[src/sv/pde_pkg.sv]
package pde_pkg;
    typedef enum logic [1:0] {
        FN_LOOKUP = 2'd0,
        FN_INSERT = 2'd1,
        FN_REMOVE = 2'd2,
        FN_REMOVE_IF = 2'd3
    } t_func;

    typedef enum logic [1:0] {
        ST_IDLE = 2'd0,
        ST_FIND = 2'd1,
        ST_APPLY = 2'd2,
        ST_OUT = 2'd3
    } t_state;

    // Broadcast from the controller to every body cell.
    typedef struct packed {
        logic       cmp;
        logic       ins;
        logic       rem;
        logic [5:0] cnt;
    } t_cell_ctl;
endpackage

[src/sv/pocket_dictionary_engine.sv]
// Pocket dictionary engine: a quotient/remainder filter over a row of cells,
// each holding one element as a bucket number and a fingerprint, kept sorted
// by bucket and then by fingerprint, which is the order that a unary header
// and a bucket-ordered body describe. A request is accepted in the idle
// state; in the next cycle every cell compares itself with the request, in
// the cycle after that the row shifts by one place at the insert or remove
// point, and the result beat is then offered from the output state.
// One request is in flight at a time and the next is taken in the cycle after
// the result beat leaves, and a stall on the result holds the beat in the
// output state.
module pocket_dictionary_engine #(
    parameter int CAPACITY = 32,
    parameter int FP_BITS = 8
) (
    input  logic       i_clk,
    input  logic       i_rst_n,
    input  logic       i_valid,
    output logic       o_stall,
    input  logic [1:0] i_func,
    input  logic [4:0] i_quotient,
    input  logic [7:0] i_remainder,
    output logic       o_valid,
    input  logic       i_stall,
    output logic       o_found,
    output logic       o_rejected,
    output logic [5:0] o_count,
    output logic       o_full_res
);
    localparam int KW = (FP_BITS < 8) ? FP_BITS : 8;

    pde_pkg::t_state r_st, n_st;
    pde_pkg::t_func  r_fn;
    logic [4:0]        r_q;
    logic [KW-1:0]     r_key;
    logic [5:0]        r_cnt, n_cnt;
    logic              r_found, r_rej;
    logic              n_found, n_rej;
    logic              q_ok, hit;
    pde_pkg::t_cell_ctl ctl;

    logic [KW-1:0]       vals [CAPACITY];
    logic [4:0]          bkts [CAPACITY];
    logic [CAPACITY-1:0] lts, eqs;

    assign q_ok = ({1'b0, r_q} < 6'(CAPACITY));
    assign hit = q_ok && (|eqs);

    always_comb begin
        ctl.cmp = (r_st == pde_pkg::ST_FIND);
        ctl.ins = 1'b0;
        ctl.rem = 1'b0;
        ctl.cnt = r_cnt;
        n_cnt = r_cnt; n_found = 1'b0; n_rej = 1'b0;
        if (r_st == pde_pkg::ST_APPLY) begin
            case (r_fn)
                pde_pkg::FN_INSERT: begin
                    if (!q_ok || r_cnt >= 6'(CAPACITY)) n_rej = 1'b1;
                    else begin
                        ctl.ins = 1'b1;
                        n_cnt = r_cnt + 6'd1;
                    end
                end
                pde_pkg::FN_LOOKUP: n_found = hit;
                default: begin
                    if (hit) begin
                        ctl.rem = 1'b1; n_found = 1'b1;
                        n_cnt = r_cnt - 6'd1;
                    end else if (r_fn == pde_pkg::FN_REMOVE) n_rej = 1'b1;
                end
            endcase
        end
    end

    // The first cell sees a "left less" of one, so an insert below every
    // element lands in slot zero.
    for (genvar g = 0; g < CAPACITY; g++) begin : g_cell
        pde_cell #(.FP_W(KW), .IDX(g)) u_cell (
            .i_clk(i_clk),
            .i_ctl(ctl),
            .i_key_bkt(r_q),
            .i_key(r_key),
            .i_left_bkt((g == 0) ? r_q : bkts[(g + CAPACITY - 1) % CAPACITY]),
            .i_left_val((g == 0) ? r_key : vals[(g + CAPACITY - 1) % CAPACITY]),
            .i_left_lt((g == 0) ? 1'b1 : lts[(g + CAPACITY - 1) % CAPACITY]),
            .i_right_bkt((g == CAPACITY - 1) ? bkts[g] : bkts[(g + 1) % CAPACITY]),
            .i_right_val((g == CAPACITY - 1) ? vals[g] : vals[(g + 1) % CAPACITY]),
            .o_bkt(bkts[g]),
            .o_val(vals[g]),
            .o_lt(lts[g]),
            .o_eq(eqs[g])
        );
    end

    always_comb begin
        n_st = r_st;
        case (r_st)
            pde_pkg::ST_IDLE:  if (i_valid) n_st = pde_pkg::ST_FIND;
            pde_pkg::ST_FIND:  n_st = pde_pkg::ST_APPLY;
            pde_pkg::ST_APPLY: n_st = pde_pkg::ST_OUT;
            pde_pkg::ST_OUT:   if (!i_stall) n_st = pde_pkg::ST_IDLE;
            default:           n_st = pde_pkg::ST_IDLE;
        endcase
    end

    always_comb begin
        o_stall = (r_st != pde_pkg::ST_IDLE);
        o_valid = (r_st == pde_pkg::ST_OUT);
        o_found = r_found;
        o_rejected = r_rej;
        o_count = r_cnt;
        o_full_res = (r_cnt == 6'(CAPACITY));
    end

    always_ff @(posedge i_clk) begin
        if (!i_rst_n) begin
            r_st <= pde_pkg::ST_IDLE;
            r_cnt <= '0;
        end else begin
            r_st <= n_st;
            if (r_st == pde_pkg::ST_APPLY) r_cnt <= n_cnt;
        end
    end

    always_ff @(posedge i_clk) begin
        if (r_st == pde_pkg::ST_IDLE && i_valid) begin
            r_fn <= pde_pkg::t_func'(i_func);
            r_q <= i_quotient;
            r_key <= i_remainder[KW-1:0];
        end
        if (r_st == pde_pkg::ST_APPLY) begin
            r_found <= n_found;
            r_rej <= n_rej;
        end
    end
endmodule

[src/sv/pde_cell.sv]
// One body slot holding a bucket number and a fingerprint. The row is kept
// sorted by bucket and then by fingerprint, so the slots that sort below the
// request form a prefix of the row. On an update a slot keeps its value, takes
// the request or takes the value of its left or right neighbour.
module pde_cell #(
    parameter int FP_W = 8,
    parameter int IDX = 0
) (
    input  logic                 i_clk,
    input  pde_pkg::t_cell_ctl   i_ctl,
    input  logic [4:0]           i_key_bkt,
    input  logic [FP_W-1:0]      i_key,
    input  logic [4:0]           i_left_bkt,
    input  logic [FP_W-1:0]      i_left_val,
    input  logic                 i_left_lt,
    input  logic [4:0]           i_right_bkt,
    input  logic [FP_W-1:0]      i_right_val,
    output logic [4:0]           o_bkt,
    output logic [FP_W-1:0]      o_val,
    output logic                 o_lt,
    output logic                 o_eq
);
    logic [FP_W-1:0] r_val;
    logic [FP_W-1:0] n_val;
    logic [4:0]      r_bkt;
    logic [4:0]      n_bkt;
    logic            r_lt, r_eq;
    logic            n_lt, n_eq;
    logic            live;

    // Slots at or above the element count hold nothing and never match.
    assign live = (6'(IDX) < i_ctl.cnt);
    assign n_lt = live && ({r_bkt, r_val} < {i_key_bkt, i_key});
    assign n_eq = live && ({r_bkt, r_val} == {i_key_bkt, i_key});
    assign o_lt = r_lt;
    assign o_eq = r_eq;
    assign o_val = r_val;
    assign o_bkt = r_bkt;

    always_comb begin
        n_val = r_val;
        n_bkt = r_bkt;
        if (i_ctl.ins && !r_lt) begin
            // The first slot not below the request takes it; later ones shift up.
            if (i_left_lt) begin
                n_val = i_key;
                n_bkt = i_key_bkt;
            end else begin
                n_val = i_left_val;
                n_bkt = i_left_bkt;
            end
        end else if (i_ctl.rem && !r_lt) begin
            n_val = i_right_val;
            n_bkt = i_right_bkt;
        end
    end

    always_ff @(posedge i_clk) begin
        if (i_ctl.cmp) begin
            r_lt <= n_lt;
            r_eq <= n_eq;
        end
        if (i_ctl.ins || i_ctl.rem) begin
            r_val <= n_val;
            r_bkt <= n_bkt;
        end
    end
endmodule

[config.mk]
export PLATFORM = sky130hd
export DESIGN_NAME = pocket_dictionary_engine
export DESIGN_NICKNAME = d
export VERILOG_FILES = /design/src/sv/pde_pkg.sv /design/src/sv/pocket_dictionary_engine.sv /design/src/sv/pde_cell.sv
export SDC_FILE = /design/constraint.sdc
export NUM_CORES = 2
export LEC_CHECK = 0
export BUFFER_PORTS_ARGS = -buffer_cell sky130_fd_sc_hd__buf_2
export CAP_MARGIN = 5
export CORE_ASPECT_RATIO = 1.5
export CORE_MARGIN = 2
export CORE_UTILIZATION = 60
export CTS_BUF_LIST = sky130_fd_sc_hd__clkbuf_4
export CTS_CLUSTER_DIAMETER = 150
export CTS_CLUSTER_SIZE = 40
export DETAILED_ROUTE_END_ITERATION = 10
export GPL_ROUTABILITY_DRIVEN = 0
export PLACE_DENSITY = 0.76
export SLEW_MARGIN = 15
export SYNTH_ARGS = -nofsm -noshare
export SYNTH_HDL_FRONTEND = slang
export SYNTH_SLANG_ARGS = --single-unit
[constraint.sdc]
create_clock -name i_clk -period 3.4 [get_ports i_clk]
set_clock_uncertainty 0.15 [all_clocks]
set_input_delay 0.34 -clock i_clk [delete_from_list [all_inputs] [get_ports i_clk]]
set_output_delay 0.34 -clock i_clk [all_outputs]
set_load 0.02 [all_outputs]
==> impl_results.md <==
* Period utilization at 0.991
* Layout area overhead at 4.32%
* Global router's overall resource usage at 0.388
* Sequential fraction of the synthesis area at 0.448
* Largest net degree at the start of global routing at 42
* Setup ws final at 0.0297 ns
* Iter 0 DRT Violations at ~3,000
* Hold_ws at just over 0.1 ns
* I/O Buffers at 29
* Max-slew headroom at 0.223
* Post-synth top flop: edfxtp_1
* Setup violators final at 0
* Vias in the first global route at about 27,000
* Number of clock sinks at slightly above 500
* P_leak at approximately 14 nW
* DRT Pass-1 Iters at 6
* Cell-internal power at approximately 12 mW
* Number of synthesized register bits at between 500 and 600
* Slew Viols, Final at 0
* Syn Area/Cell at roughly 11 um^2
* Crit path DAT at roughly 2.9 ns
* Slew of the pin with the lowest slew margin at around 1.2 ns
* VDD IR max at between 500 and 600 uV
* Die area at approximately 58,000 um^2
* Clock Latency Late Sink at 0.96 ns
* Clock buffer depth at 3
* Asr flop ratio synth at 0
* Placed insts at 3,778
* CP Launch Type: flip-flop
* CTS tree: done
* Initial antenna violation count at 4
* Maxcap violations at 0
* Core Rows at ~110
* Die extent in x at ~200 um
* Final hold vios at 0
* Fin Setup TNS at 0 ns
* Cell area after synthesis at roughly 34,000 um^2
* Finished Layout Cells at approximately 3,800
* CP cell instances: buf_4, or2_2, nor4bb_2, buf_2
* Synth Instances at 3,162
* Core Region at between 50,000 and 60,000 um^2
* Root buf cell: clkbuf_4
* Max Fanout on Critical Path at 6
* Peak Freq at just under 300 MHz
* Worst hold path type: input pin to flip-flop
* Buf/Inv on CP at 2
* Fin crit period at 3.37 ns
* Distinct cells, synth at 52
* Final Total Pwr at just over 20 mW
* WL/cell at approximately 29 um
* CP Capture Type: primary output
* Critical path's top delay family: simple AND/OR/NAND/NOR gates
* Fin util at 0.632
* Grt total ovfl at 0
* Unrepaired setup endpoints after global routing: false
* Yosys warns at 0
* Switching Share at 0.422
* Final #Nets at 3,570
* Ports at 30
* Final ANT Viol Nets at 0
* Worst path required time at about 2.9 ns
* First-pass GRT wire length at about 160,000 um
* CP peak stage delay at roughly 0.53 ns
* DP Worst Slack at around 0.35 ns
* Sequential power share at 0.475
* Slowest CP cell: nor4bb_2
* Clock share of power at 0.108
* WL final at ~110,000 um
* WS Path Type: flip-flop to primary output
* Post-detail-place hpwl at 80,400 um
* EDFF count, synth at 497
* Initial core utilization at 0.606
* Final Instance Area at roughly 35,000 um^2
* Vias/cell at 7.03
* TritonCTS Buffers at 16
* Logic pwr share at 0.417
* Syn Nets at between 3,000 and 4,000
* Outcome: completed
* Drt drc at 0
* Total number of vias at 27,007
* Clock Pin Slew Worst Setup and Hold Paths at roughly 0.42 ns
* H-tree Lvls at 1
* Share of cells above drive strength 1 at 0.0638
* DP Area at around 35,000 um^2
* Die height at 294 um
* P_sw at slightly below 9 mW
* Power density over the cells at 584 nW/um^2
[placed cells by master, fill, tap and decap left out, types with 3 or more instances in the layout]
| master | netlist | routed |
|---|---|---|
| a21o_1 | 9 | 9 |
| nor3_1 | 9 | 9 |
| inv_2 | 0 | 12 |
| dlygate4sd3_1 | 0 | 33 |
| edfxtp_1 | 497 | 497 |
| nor4_1 | 59 | 59 |
| o21ai_0 | 439 | 439 |
| nor2_1 | 82 | 82 |
| o211ai_1 | 30 | 30 |
| nand4_1 | 70 | 70 |
| or2_2 | 4 | 4 |
| nand2b_2 | 18 | 18 |
| a211oi_1 | 58 | 58 |
| nand2b_1 | 14 | 14 |
| nor2b_1 | 65 | 65 |
| ha_1 | 424 | 423 |
| a21oi_1 | 123 | 122 |
| buf_4 | 3 | 69 |
| a2111oi_0 | 3 | 3 |
| o21a_1 | 33 | 33 |
| inv_1 | 55 | 43 |
| a31oi_1 | 4 | 4 |
| clkbuf_4 | 2 | 26 |
| o21ai_1 | 17 | 17 |
| nand3_1 | 31 | 31 |
| and3_1 | 27 | 27 |
| xnor2_1 | 3 | 3 |
| mux2i_1 | 392 | 392 |
| mux2_2 | 25 | 25 |
| buf_12 | 0 | 9 |
| nand2_1 | 443 | 443 |
| dfxtp_1 | 8 | 8 |
| and2_1 | 5 | 5 |
| buf_2 | 37 | 29 |
[layer usage]
| layer | GRT usage | part of all wire |
|---|---|---|
| met5 | 0 | 0.00023 |
| met4 | 0.337 | 0.11 |
| met3 | 0.0842 | 0.10 |
| met2 | 0.645 | 0.47 |
| met1 | 0.417 | 0.32 |
[cell type report]
cell class | instances | area [um^2]
fill | 4348 | 20500
multi-input combinational | 2409 | 17600
sequential | 505 | 15100
timing repair buffer | 140 | 1170
tap | 702 | 878
inverter | 55 | 206
clock buffer | 26 | 195
clock inverter | 1 | 16.3
antenna | 1 | 2.50
[power by group through the flow]
| stage | clock [mW] | combinational, mW | sequential, mW |
|---|---|---|---|
| floorplan | 0 | 5.99 | 8.74 |
| global placement | 0 | 7.74 | 9.77 |
| detailed placement | 0 | 8.19 | 9.82 |
| CTS | 2.18 | 8.25 | 9.67 |
| global route | 2.35 | 9.15 | 9.80 |
| finish | 2.21 | 8.54 | 9.74 |
[what timing repair did]
action | in CTS | in global routing
hold buffers | 33 | 0
hold endpoints to repair | 23 | 0
resized for setup | 1 | 0
endpoints found under the setup margin | 1 | 0
buffers inserted | 0 | 0
[registers in the layout (all words and copies together) (netlist names), 5 cells and up]
| signal | cells |
|---|---|
| g_cell.u_cell.o_eq | 32 |
| g_cell.u_cell.o_bkt | 160 |
| r_q | 5 |
| r_key | 8 |
| g_cell.u_cell.o_lt | 32 |
| g_cell.u_cell.o_val | 256 |
| o_count | 6 |
[logic make-up (layout without fill, tap and decap cells)]
group                      Yosys count  after routing  synth area share
muxes                              417            417             0.125
xor gates and xnor gates             3              3          0.000781
DFF                                505            505             0.448
and+or+nand+nor                    838            838             0.118
adders and majority gates          424            424             0.158
other                                0              1                 0
AOI/OAI and AO/OA                  727            727             0.119
buffers and inverters              248            222            0.0312
[worst reg2reg max path, stage by stage, from the launching register on]
cell and delay (ns):
edfxtp_1 0.46, nor4_1 0.65, nand4_1 0.41, or2_2 0.47, a21oi_4 0.18, buf_4 0.29, nor2_1 0.30
[final timing paths]
check | endpoint | startpoint | cells after the start | slack [ns]
hold reg to reg | r_st[1] | r_st[1] | 2 | 0.44
setup reg to reg | g_cell[24].u_cell.o_bkt[4] | g_cell[16].u_cell.o_eq | 6 | 0.19
setup / recovery | o_full_res | o_count[1] | 4 | 0.03
hold / removal | o_count[1] | i_rst_n | 3 | 0.10
[synth_stat cells, types with 3 or more instances]
library cell,instances,area (um^2)
a2111oi_0,3,26.3
a211oi_1,58,435
a21o_1,9,67.6
a21oi_1,123,616
a31oi_1,4,25.0
and2_1,5,31.3
and3_1,27,169
buf_1,6,22.5
buf_2,37,185
buf_4,3,22.5
buf_6,7,78.8
clkbuf_1,138,518
dfxtp_1,8,160
edfxtp_1,497,14900
ha_1,424,5310
inv_1,55,206
mux2_2,25,282
mux2i_1,392,3920
nand2_1,443,1660
nand2b_1,14,87.6
nand2b_2,18,158
nand3_1,31,155
nand4_1,70,438
nor2_1,82,308
nor2b_1,65,407
nor3_1,9,45.0
nor4_1,59,369
o211ai_1,30,225
o21a_1,33,248
o21ai_0,439,2200
o21ai_1,17,85.1
or2_2,4,25.0
xnor2_1,3,26.3
(Power assumes the default switching activity.)
